**src/sv/efd_pkg.sv**
```systemverilog
// Shared types and constants for the escaped frame decoder.
`timescale 1ns / 1ps
`default_nettype none

package efd_pkg;

    localparam int MAX_LEN = 64;
    localparam int ADDR_W = $clog2(MAX_LEN);
    localparam int LEN_W = $clog2(MAX_LEN + 1);
    localparam int DATA_W = 8;
    localparam int CFG_IDX_W = 2;

    localparam logic [LEN_W-1:0] LEN_MAX = LEN_W'(MAX_LEN);
    localparam logic [LEN_W-1:0] MIN_FRAME = LEN_W'(2);

    localparam logic [CFG_IDX_W-1:0] CFG_NEWLINE = 2'd0;
    localparam logic [CFG_IDX_W-1:0] CFG_ESCAPE = 2'd1;
    localparam logic [CFG_IDX_W-1:0] CFG_MASK = 2'd2;

    localparam logic [DATA_W-1:0] RST_NEWLINE = 8'd10;
    localparam logic [DATA_W-1:0] RST_ESCAPE = 8'd27;
    localparam logic [DATA_W-1:0] RST_MASK = 8'd128;

    typedef enum logic
    {
        CMD_STORE,
        CMD_END
    } cmd_kind_t;

    typedef struct packed
    {
        cmd_kind_t kind;
        logic [DATA_W-1:0] data;
    } cmd_t;

    typedef enum logic [1:0]
    {
        BK_IDLE,
        BK_READ,
        BK_SHOW
    } back_state_t;

endpackage

`default_nettype wire

```
**src/sv/efd_front.sv**
```systemverilog
// Front end: configuration registers, escape tracking and byte classification.
`timescale 1ns / 1ps
`default_nettype none

module efd_front
(
    input  wire logic                           clk,
    input  wire logic                           rst_n,
    input  wire logic                           cfg_valid,
    output logic                                cfg_ready,
    input  wire logic [efd_pkg::CFG_IDX_W-1:0]  cfg_index,
    input  wire logic [efd_pkg::DATA_W-1:0]     cfg_data,
    input  wire logic                           rx_valid,
    output logic                                rx_stall,
    input  wire logic [efd_pkg::DATA_W-1:0]     rx_byte,
    input  wire logic                           q_full,
    output logic                                push,
    output efd_pkg::cmd_t                       push_cmd
);
    import efd_pkg::*;

    logic [DATA_W-1:0] newline_reg;
    logic [DATA_W-1:0] escape_reg;
    logic [DATA_W-1:0] mask_reg;
    logic              pend_reg;
    logic              pend_next;
    logic              accept;

    assign cfg_ready = 1'b1;
    assign rx_stall = q_full;
    assign accept = rx_valid && !q_full;

    always_ff @(posedge clk or negedge rst_n)
    begin
        if (!rst_n)
        begin
            newline_reg <= RST_NEWLINE;
            escape_reg <= RST_ESCAPE;
            mask_reg <= RST_MASK;
        end
        else if (cfg_valid)
        begin
            case (cfg_index)
                CFG_NEWLINE: newline_reg <= cfg_data;
                CFG_ESCAPE:  escape_reg <= cfg_data;
                CFG_MASK:    mask_reg <= cfg_data;
                default:     ;
            endcase
        end
    end

    // The newline test comes first, so a newline never touches the escape flag.
    always_comb
    begin
        pend_next = pend_reg;
        push = 1'b0;
        push_cmd.kind = CMD_STORE;
        push_cmd.data = rx_byte;
        if (accept)
        begin
            if (rx_byte == newline_reg)
            begin
                push = 1'b1;
                push_cmd.kind = CMD_END;
            end
            else if (!pend_reg && rx_byte == escape_reg)
            begin
                pend_next = 1'b1;
            end
            else if (pend_reg)
            begin
                push = 1'b1;
                push_cmd.data = rx_byte & ~mask_reg;
                pend_next = 1'b0;
            end
            else
            begin
                push = 1'b1;
            end
        end
    end

    always_ff @(posedge clk or negedge rst_n)
    begin
        if (!rst_n)
        begin
            pend_reg <= 1'b0;
        end
        else
        begin
            pend_reg <= pend_next;
        end
    end

endmodule

`default_nettype wire

```
**src/sv/efd_queue.sv**
```systemverilog
// Two-entry command queue between the front end and the frame engine.
`timescale 1ns / 1ps
`default_nettype none

module efd_queue
(
    input  wire logic          clk,
    input  wire logic          rst_n,
    input  wire logic          push,
    input  wire efd_pkg::cmd_t push_cmd,
    output logic               full,
    output logic               q_valid,
    output efd_pkg::cmd_t      q_cmd,
    input  wire logic          pop
);
    import efd_pkg::*;

    cmd_t       entry_reg [2];
    logic       wr_ptr_reg;
    logic       rd_ptr_reg;
    logic [1:0] count_reg;
    logic [1:0] count_next;

    assign full = count_reg == 2'd2;
    assign q_valid = count_reg != 2'd0;
    assign q_cmd = entry_reg[rd_ptr_reg];

    always_comb
    begin
        count_next = count_reg;
        if (push && !pop)
        begin
            count_next = count_reg + 2'd1;
        end
        else if (pop && !push)
        begin
            count_next = count_reg - 2'd1;
        end
    end

    always_ff @(posedge clk)
    begin
        if (push)
        begin
            entry_reg[wr_ptr_reg] <= push_cmd;
        end
    end

    always_ff @(posedge clk or negedge rst_n)
    begin
        if (!rst_n)
        begin
            wr_ptr_reg <= 1'b0;
            rd_ptr_reg <= 1'b0;
            count_reg <= 2'd0;
        end
        else
        begin
            count_reg <= count_next;
            if (push)
            begin
                wr_ptr_reg <= ~wr_ptr_reg;
            end
            if (pop)
            begin
                rd_ptr_reg <= ~rd_ptr_reg;
            end
        end
    end

endmodule

`default_nettype wire

```
**src/sv/efd_back.sv**
```systemverilog
// Frame engine: collects bytes in the frame memory and drains finished frames.
`timescale 1ns / 1ps
`default_nettype none

module efd_back
(
    input  wire logic                        clk,
    input  wire logic                        rst_n,
    input  wire logic                        q_valid,
    input  wire efd_pkg::cmd_t               q_cmd,
    output logic                             pop,
    output logic                             frame_valid,
    input  wire logic                        frame_stall,
    output logic [efd_pkg::DATA_W-1:0]       frame_byte,
    output logic                             frame_last
);
    import efd_pkg::*;

    logic [DATA_W-1:0] mem [MAX_LEN];
    logic [DATA_W-1:0] rd_data_reg;

    back_state_t       state_reg;
    back_state_t       state_next;
    logic [LEN_W-1:0]  len_reg;
    logic [LEN_W-1:0]  len_next;
    logic [LEN_W-1:0]  drain_len_reg;
    logic [LEN_W-1:0]  drain_len_next;
    logic [ADDR_W-1:0] idx_reg;
    logic [ADDR_W-1:0] idx_next;

    logic              wr_en;
    logic              rd_en;
    logic              is_last;
    logic              start_drain;

    assign is_last = (LEN_W'(idx_reg) + LEN_W'(1)) == drain_len_reg;
    assign start_drain = q_valid && q_cmd.kind == CMD_END && len_reg >= MIN_FRAME;

    always_comb
    begin
        state_next = state_reg;
        case (state_reg)
            BK_IDLE:
            begin
                if (start_drain)
                begin
                    state_next = BK_READ;
                end
            end
            BK_READ:
            begin
                state_next = BK_SHOW;
            end
            BK_SHOW:
            begin
                if (!frame_stall)
                begin
                    state_next = is_last ? BK_IDLE : BK_READ;
                end
            end
            default:
            begin
                state_next = BK_IDLE;
            end
        endcase
    end

    always_comb
    begin
        pop = 1'b0;
        wr_en = 1'b0;
        rd_en = 1'b0;
        frame_valid = 1'b0;
        len_next = len_reg;
        drain_len_next = drain_len_reg;
        idx_next = idx_reg;
        case (state_reg)
            BK_IDLE:
            begin
                pop = q_valid;
                if (q_valid)
                begin
                    if (q_cmd.kind == CMD_END)
                    begin
                        len_next = '0;
                        drain_len_next = len_reg;
                        idx_next = '0;
                    end
                    else if (len_reg >= LEN_MAX)
                    begin
                        // Overlong frame: the byte is lost and the frame restarts empty.
                        len_next = '0;
                    end
                    else
                    begin
                        wr_en = 1'b1;
                        len_next = len_reg + LEN_W'(1);
                    end
                end
            end
            BK_READ:
            begin
                rd_en = 1'b1;
            end
            BK_SHOW:
            begin
                frame_valid = 1'b1;
                if (!frame_stall)
                begin
                    idx_next = idx_reg + ADDR_W'(1);
                end
            end
            default:
            begin
            end
        endcase
    end

    always_ff @(posedge clk)
    begin
        if (wr_en)
        begin
            mem[len_reg[ADDR_W-1:0]] <= q_cmd.data;
        end
        if (rd_en)
        begin
            rd_data_reg <= mem[idx_reg];
        end
    end

    always_ff @(posedge clk or negedge rst_n)
    begin
        if (!rst_n)
        begin
            state_reg <= BK_IDLE;
            len_reg <= '0;
            drain_len_reg <= '0;
            idx_reg <= '0;
        end
        else
        begin
            state_reg <= state_next;
            len_reg <= len_next;
            drain_len_reg <= drain_len_next;
            idx_reg <= idx_next;
        end
    end

    assign frame_byte = rd_data_reg;
    assign frame_last = is_last;

endmodule

`default_nettype wire

```
**src/sv/escaped_frame_decoder.sv**
```systemverilog
// Top level of the escaped frame decoder: front end, command queue and frame engine.
//
//   channel  direction  handshake            payload
//   rx       in         rx_valid/rx_stall    rx_byte
//   frame    out        frame_valid/stall    frame_byte, frame_last
//   cfg      in         cfg_valid/cfg_ready  cfg_index, cfg_data
//
// The front end takes one rx request per cycle while the two-entry queue has room.
// The frame engine retires one queued byte per cycle while idle; a finished frame is
// drained byte by byte (memory read, then presentation, held while frame_stall is high).
// While a frame drains, the queue fills and rx_stall rises until the drain ends.
// Reset clears flags and counts and loads the reset configuration; frame memory is kept.
`timescale 1ns / 1ps
`default_nettype none

module escaped_frame_decoder
(
    input  wire logic                           clk,
    input  wire logic                           rst_n,
    input  wire logic                           cfg_valid,
    output logic                                cfg_ready,
    input  wire logic [efd_pkg::CFG_IDX_W-1:0]  cfg_index,
    input  wire logic [efd_pkg::DATA_W-1:0]     cfg_data,
    input  wire logic                           rx_valid,
    output logic                                rx_stall,
    input  wire logic [efd_pkg::DATA_W-1:0]     rx_byte,
    output logic                                frame_valid,
    input  wire logic                           frame_stall,
    output logic [efd_pkg::DATA_W-1:0]          frame_byte,
    output logic                                frame_last
);
    import efd_pkg::*;

    logic push;
    cmd_t push_cmd;
    logic q_full;
    logic q_valid;
    cmd_t q_cmd;
    logic pop;

    efd_front u_front
    (
        .clk       (clk),
        .rst_n     (rst_n),
        .cfg_valid (cfg_valid),
        .cfg_ready (cfg_ready),
        .cfg_index (cfg_index),
        .cfg_data  (cfg_data),
        .rx_valid  (rx_valid),
        .rx_stall  (rx_stall),
        .rx_byte   (rx_byte),
        .q_full    (q_full),
        .push      (push),
        .push_cmd  (push_cmd)
    );

    efd_queue u_queue
    (
        .clk      (clk),
        .rst_n    (rst_n),
        .push     (push),
        .push_cmd (push_cmd),
        .full     (q_full),
        .q_valid  (q_valid),
        .q_cmd    (q_cmd),
        .pop      (pop)
    );

    efd_back u_back
    (
        .clk         (clk),
        .rst_n       (rst_n),
        .q_valid     (q_valid),
        .q_cmd       (q_cmd),
        .pop         (pop),
        .frame_valid (frame_valid),
        .frame_stall (frame_stall),
        .frame_byte  (frame_byte),
        .frame_last  (frame_last)
    );

endmodule

`default_nettype wire

```
**config.mk**
```make
export PLATFORM = sky130hd
export DESIGN_NAME = escaped_frame_decoder
export DESIGN_NICKNAME = d
export VERILOG_FILES = /design/src/sv/efd_pkg.sv /design/src/sv/efd_front.sv /design/src/sv/efd_queue.sv /design/src/sv/efd_back.sv /design/src/sv/escaped_frame_decoder.sv
export SDC_FILE = /design/constraint.sdc
export NUM_CORES = 1
export LEC_CHECK = 0
export BUFFER_PORTS_ARGS = -buffer_cell sky130_fd_sc_hd__buf_2
export CORE_MARGIN = 5
export CORE_UTILIZATION = 35
export DETAILED_ROUTE_END_ITERATION = 8
export GPL_ROUTABILITY_DRIVEN = 0
export GPL_TIMING_DRIVEN = 0
export REMOVE_ABC_BUFFERS = 1
export SYNTH_ARGS = -nofsm -noshare
export SYNTH_HDL_FRONTEND = slang
export SYNTH_SLANG_ARGS = --single-unit
```
**constraint.sdc**
```tcl
create_clock -name clk -period 2.7 [get_ports clk]
set_clock_uncertainty 0.1 [all_clocks]
set_input_delay 0.54 -clock clk [delete_from_list [all_inputs] [get_ports clk]]
set_output_delay 0.54 -clock clk [all_outputs]
set_load 0.01 [all_outputs]
```
==> impl_metrics.ini <==
[floorplanning]
start_util = 0.352
dieArea_um2 = 72500
fp.coreArea_um2 = 66900
row_count = 95
die_w_um = 269
io_pins = 35
die_h_um = 269

[timing]
maxSlewViolCount = 0
hold_viol = 0
finalSetupViolCount = 9
period_share = 1.15
worst_pin_slew_ps = 1420
hold_ws_ps = 54.5
fmax_ghz = 0.321
layout_setup_ws_ps = -416
rsz0062_at_grt = true
fin_crit_ps = 3120
maxSlewHeadroom = 0.0553

[route]
drt-total-wl_mm = 53.5
ant_nets = 0
dr.pass1.iters = 5
drc_errors = 0
vias = 11653
wl_per_cell_um = 24.6
drtIter0Drc = 1112
via_per_inst = 5.35

[global_route]
antenna_found_initial = 1
grt_overflow_total = 0
grt_pass1_wl_mm = 79.3
grt_max_degree = 65
grt_pass1_vias = 11996
track_usage = 0.144

[yosys]
synth.distinct_cells = 54
synth-async-reset-ratio = 0.0866
avgSynthCellArea_um2 = 20.5
synth_warnings = 0
yosysTopAreaCell = edfxtp_1
synthAdderAreaFrac = 0.00213
synthCells = 1146
ys.flop_type = edfxtp_1
yosysMostFrequentCell = edfxtp_1
yosys_register_bits = 589
synthXorXnorAreaFrac = 0.0104
synthMuxAreaShare = 0.166
synth_common_cells = edfxtp_1 (538), mux4_2 (123), nor2_1 (81), dfrtp_1 (44), mux2_2 (40)
synth-compound-area-share = 0.0261
synth-simple-area-share = 0.0355
synth_top_family_by_area = multiplexers
synth_edf_count = 538
synthesis.area_um2 = 23500
ys_seq_area_frac = 0.741
synthTopCellsByArea = edfxtp_1 (69%), mux4_2 (12%), dfrtp_1 (4.7%)
synth_top_area_frac = 0.687

[power_and_ir_drop]
p_switching_mw = 7.89
power_leakage_nw = 8.70
power.density_nw_per_um2 = 946
p_seq_frac = 0.443
peakVddDrop_mv = 0.598
swShare = 0.296
p_int_mw = 18.7
clkPwrFrac = 0.278
comb_power_share = 0.280

[clock_network]
clock_latency_ps = 620
cts_tree = built
clk_pin_slew_worst_paths_ps = 60
cts_inserted_buffers = 57
h-tree-depth = 2
cts_root_buffer = clkbuf_16
clkSinkCount = 589
clk_path_buf_depth = 3

[finish]
diodes = 0
fin_nets = 1289
largest_reg_flops = 512
drive_above_1_share = 0.362
area_delta_synth_final_pct = 19.6
fill_cells = 5742

[worst_setup_path]
cp.arrival_ps = 2480
critPathKind = flop to output pin
crit_fanout = 4
endpoint_kind = output pin
cp.required_ps = 2060
startpoint_type = flop

[hold_path]
min_path_type = primary input to asynchronous set/reset pin

[outcome]
outcome = finished with violations
violations = setup timing

[placement]
place_ws_ps = -922
port_buffers = 33
dp_hpwl_mm = 29.4

[run]
drv_cap = 0
## cells in the final DEF, fill, tap and decap left out, drive strengths merged, types with 16 or more instances in the layout
| cell type | netlist | routed |
|---|---|---|
| mux2 | 40 | 40 |
| nor2 | 81 | 81 |
| clkinv | 1 | 16 |
| o22ai | 16 | 16 |
| buf | 40 | 108 |
| inv | 13 | 16 |
| mux4 | 144 | 144 |
| edfxtp | 538 | 538 |
| clkbuf | 15 | 84 |
| nand2 | 21 | 21 |
| dfrtp | 44 | 44 |
## power groups by stage
stage | Sequential, mW | Combinational (mW) | Clock (mW)
floorplan | 12.2 | 3.14 | 0
global placement | 12.4 | 4.26 | 0
detailed placement | 12.2 | 5.81 | 0
CTS | 11.8 | 7.17 | 7.55
global route | 11.8 | 7.85 | 7.97
finish | 11.8 | 7.44 | 7.39
## critical path, stage by stage, from the launching register on
cell and delay (ps):
dfrtp_4 500, buf_16 140, ha_4 160, nand3_4 90
xor2_1 160, nor2_1 80, o31ai_2 300, and3_4 290
buf_6 120
## metrics by stage
step	TNS (ps)	power (mW)	instance area (um2)	std cells	util
4_1_cts	-1320	26.5	27800	2167	0.416
3_5_place_dp	-375640	18.0	24600	2003	0.367
5_1_grt	-2230	27.7	28200	2179	0.421
3_3_place_gp	-476520	16.6	24400	1997	0.365
2_1_floorplan	-58990	15.3	23200	1091	-
6_report	-1880	26.6	28200	2179	0.421
## final cells by class
type                       instances  area, um2  share of cell area
timing repair buffer             112       1490              0.0528
tap                              873       1090              0.0388
inverter                          14       56.3             0.00200
clock buffer                      83       1540              0.0548
sequential                       589      17500               0.620
clock inverter                    20        148             0.00524
multi-input combinational        488       6370               0.226
## logic make-up (layout without fill, tap and decap cells)
group / after synthesis / count (layout)
flops: 589 / 589
mux: 198 / 198
simple gates: 170 / 170
compound gates: 87 / 87
buf+inv: 69 / 229
xor+xnor: 28 / 28
fa+ha+maj: 4 / 4
other cells: 1 / 1
## what timing repair did
item,in CTS,in global routing
cloned,8,1
hold buffers,0,0
pin swaps,29,9
buffers inserted,53,11
hold endpoints to repair,0,0
gates resized for setup,172,31
endpoints found under the setup margin,522,169
## per-layer routing
| metal | vias to the layer above | routed length, um | global-route usage |
|---|---|---|---|
| met2 | 376 | 25500 | 0.229 |
| met4 | 2 | 1190 | 0.0387 |
| met1 | 6233 | 23700 | 0.209 |
| met5 | - | 12 | 0 |
| li1 | 4966 | - | - |
| met3 | 76 | 3140 | 0.0241 |
## path summary, 6_finish.rpt
path / from / to / slack [ps] / cells after the start
setup / recovery: u_back.idx_reg[0]$_DFFE_PN0P_ / frame_last / -420 / 8
hold / removal: rst_n / u_front.escape_reg[6]$_DFFE_PN0P_ / 50 / 1
setup reg to reg: u_back.idx_reg[0]$_DFFE_PN0P_ / u_back.frame_byte[5]$_DFFE_PN_ / -220 / 9
hold reg to reg: u_front.mask_reg[0]$_DFFE_PN0P_ / u_front.mask_reg[0]$_DFFE_PN0P_ / 400 / 1
max in group asynchronous: rst_n / u_back.idx_reg[0]$_DFFE_PN0P_ / 1510 / 1
min in group clk: cfg_data[6] / u_front.newline_reg[6]$_DFFE_PN0P_ / 90 / 2
Note: power is estimated with default switching activity, not from simulation.
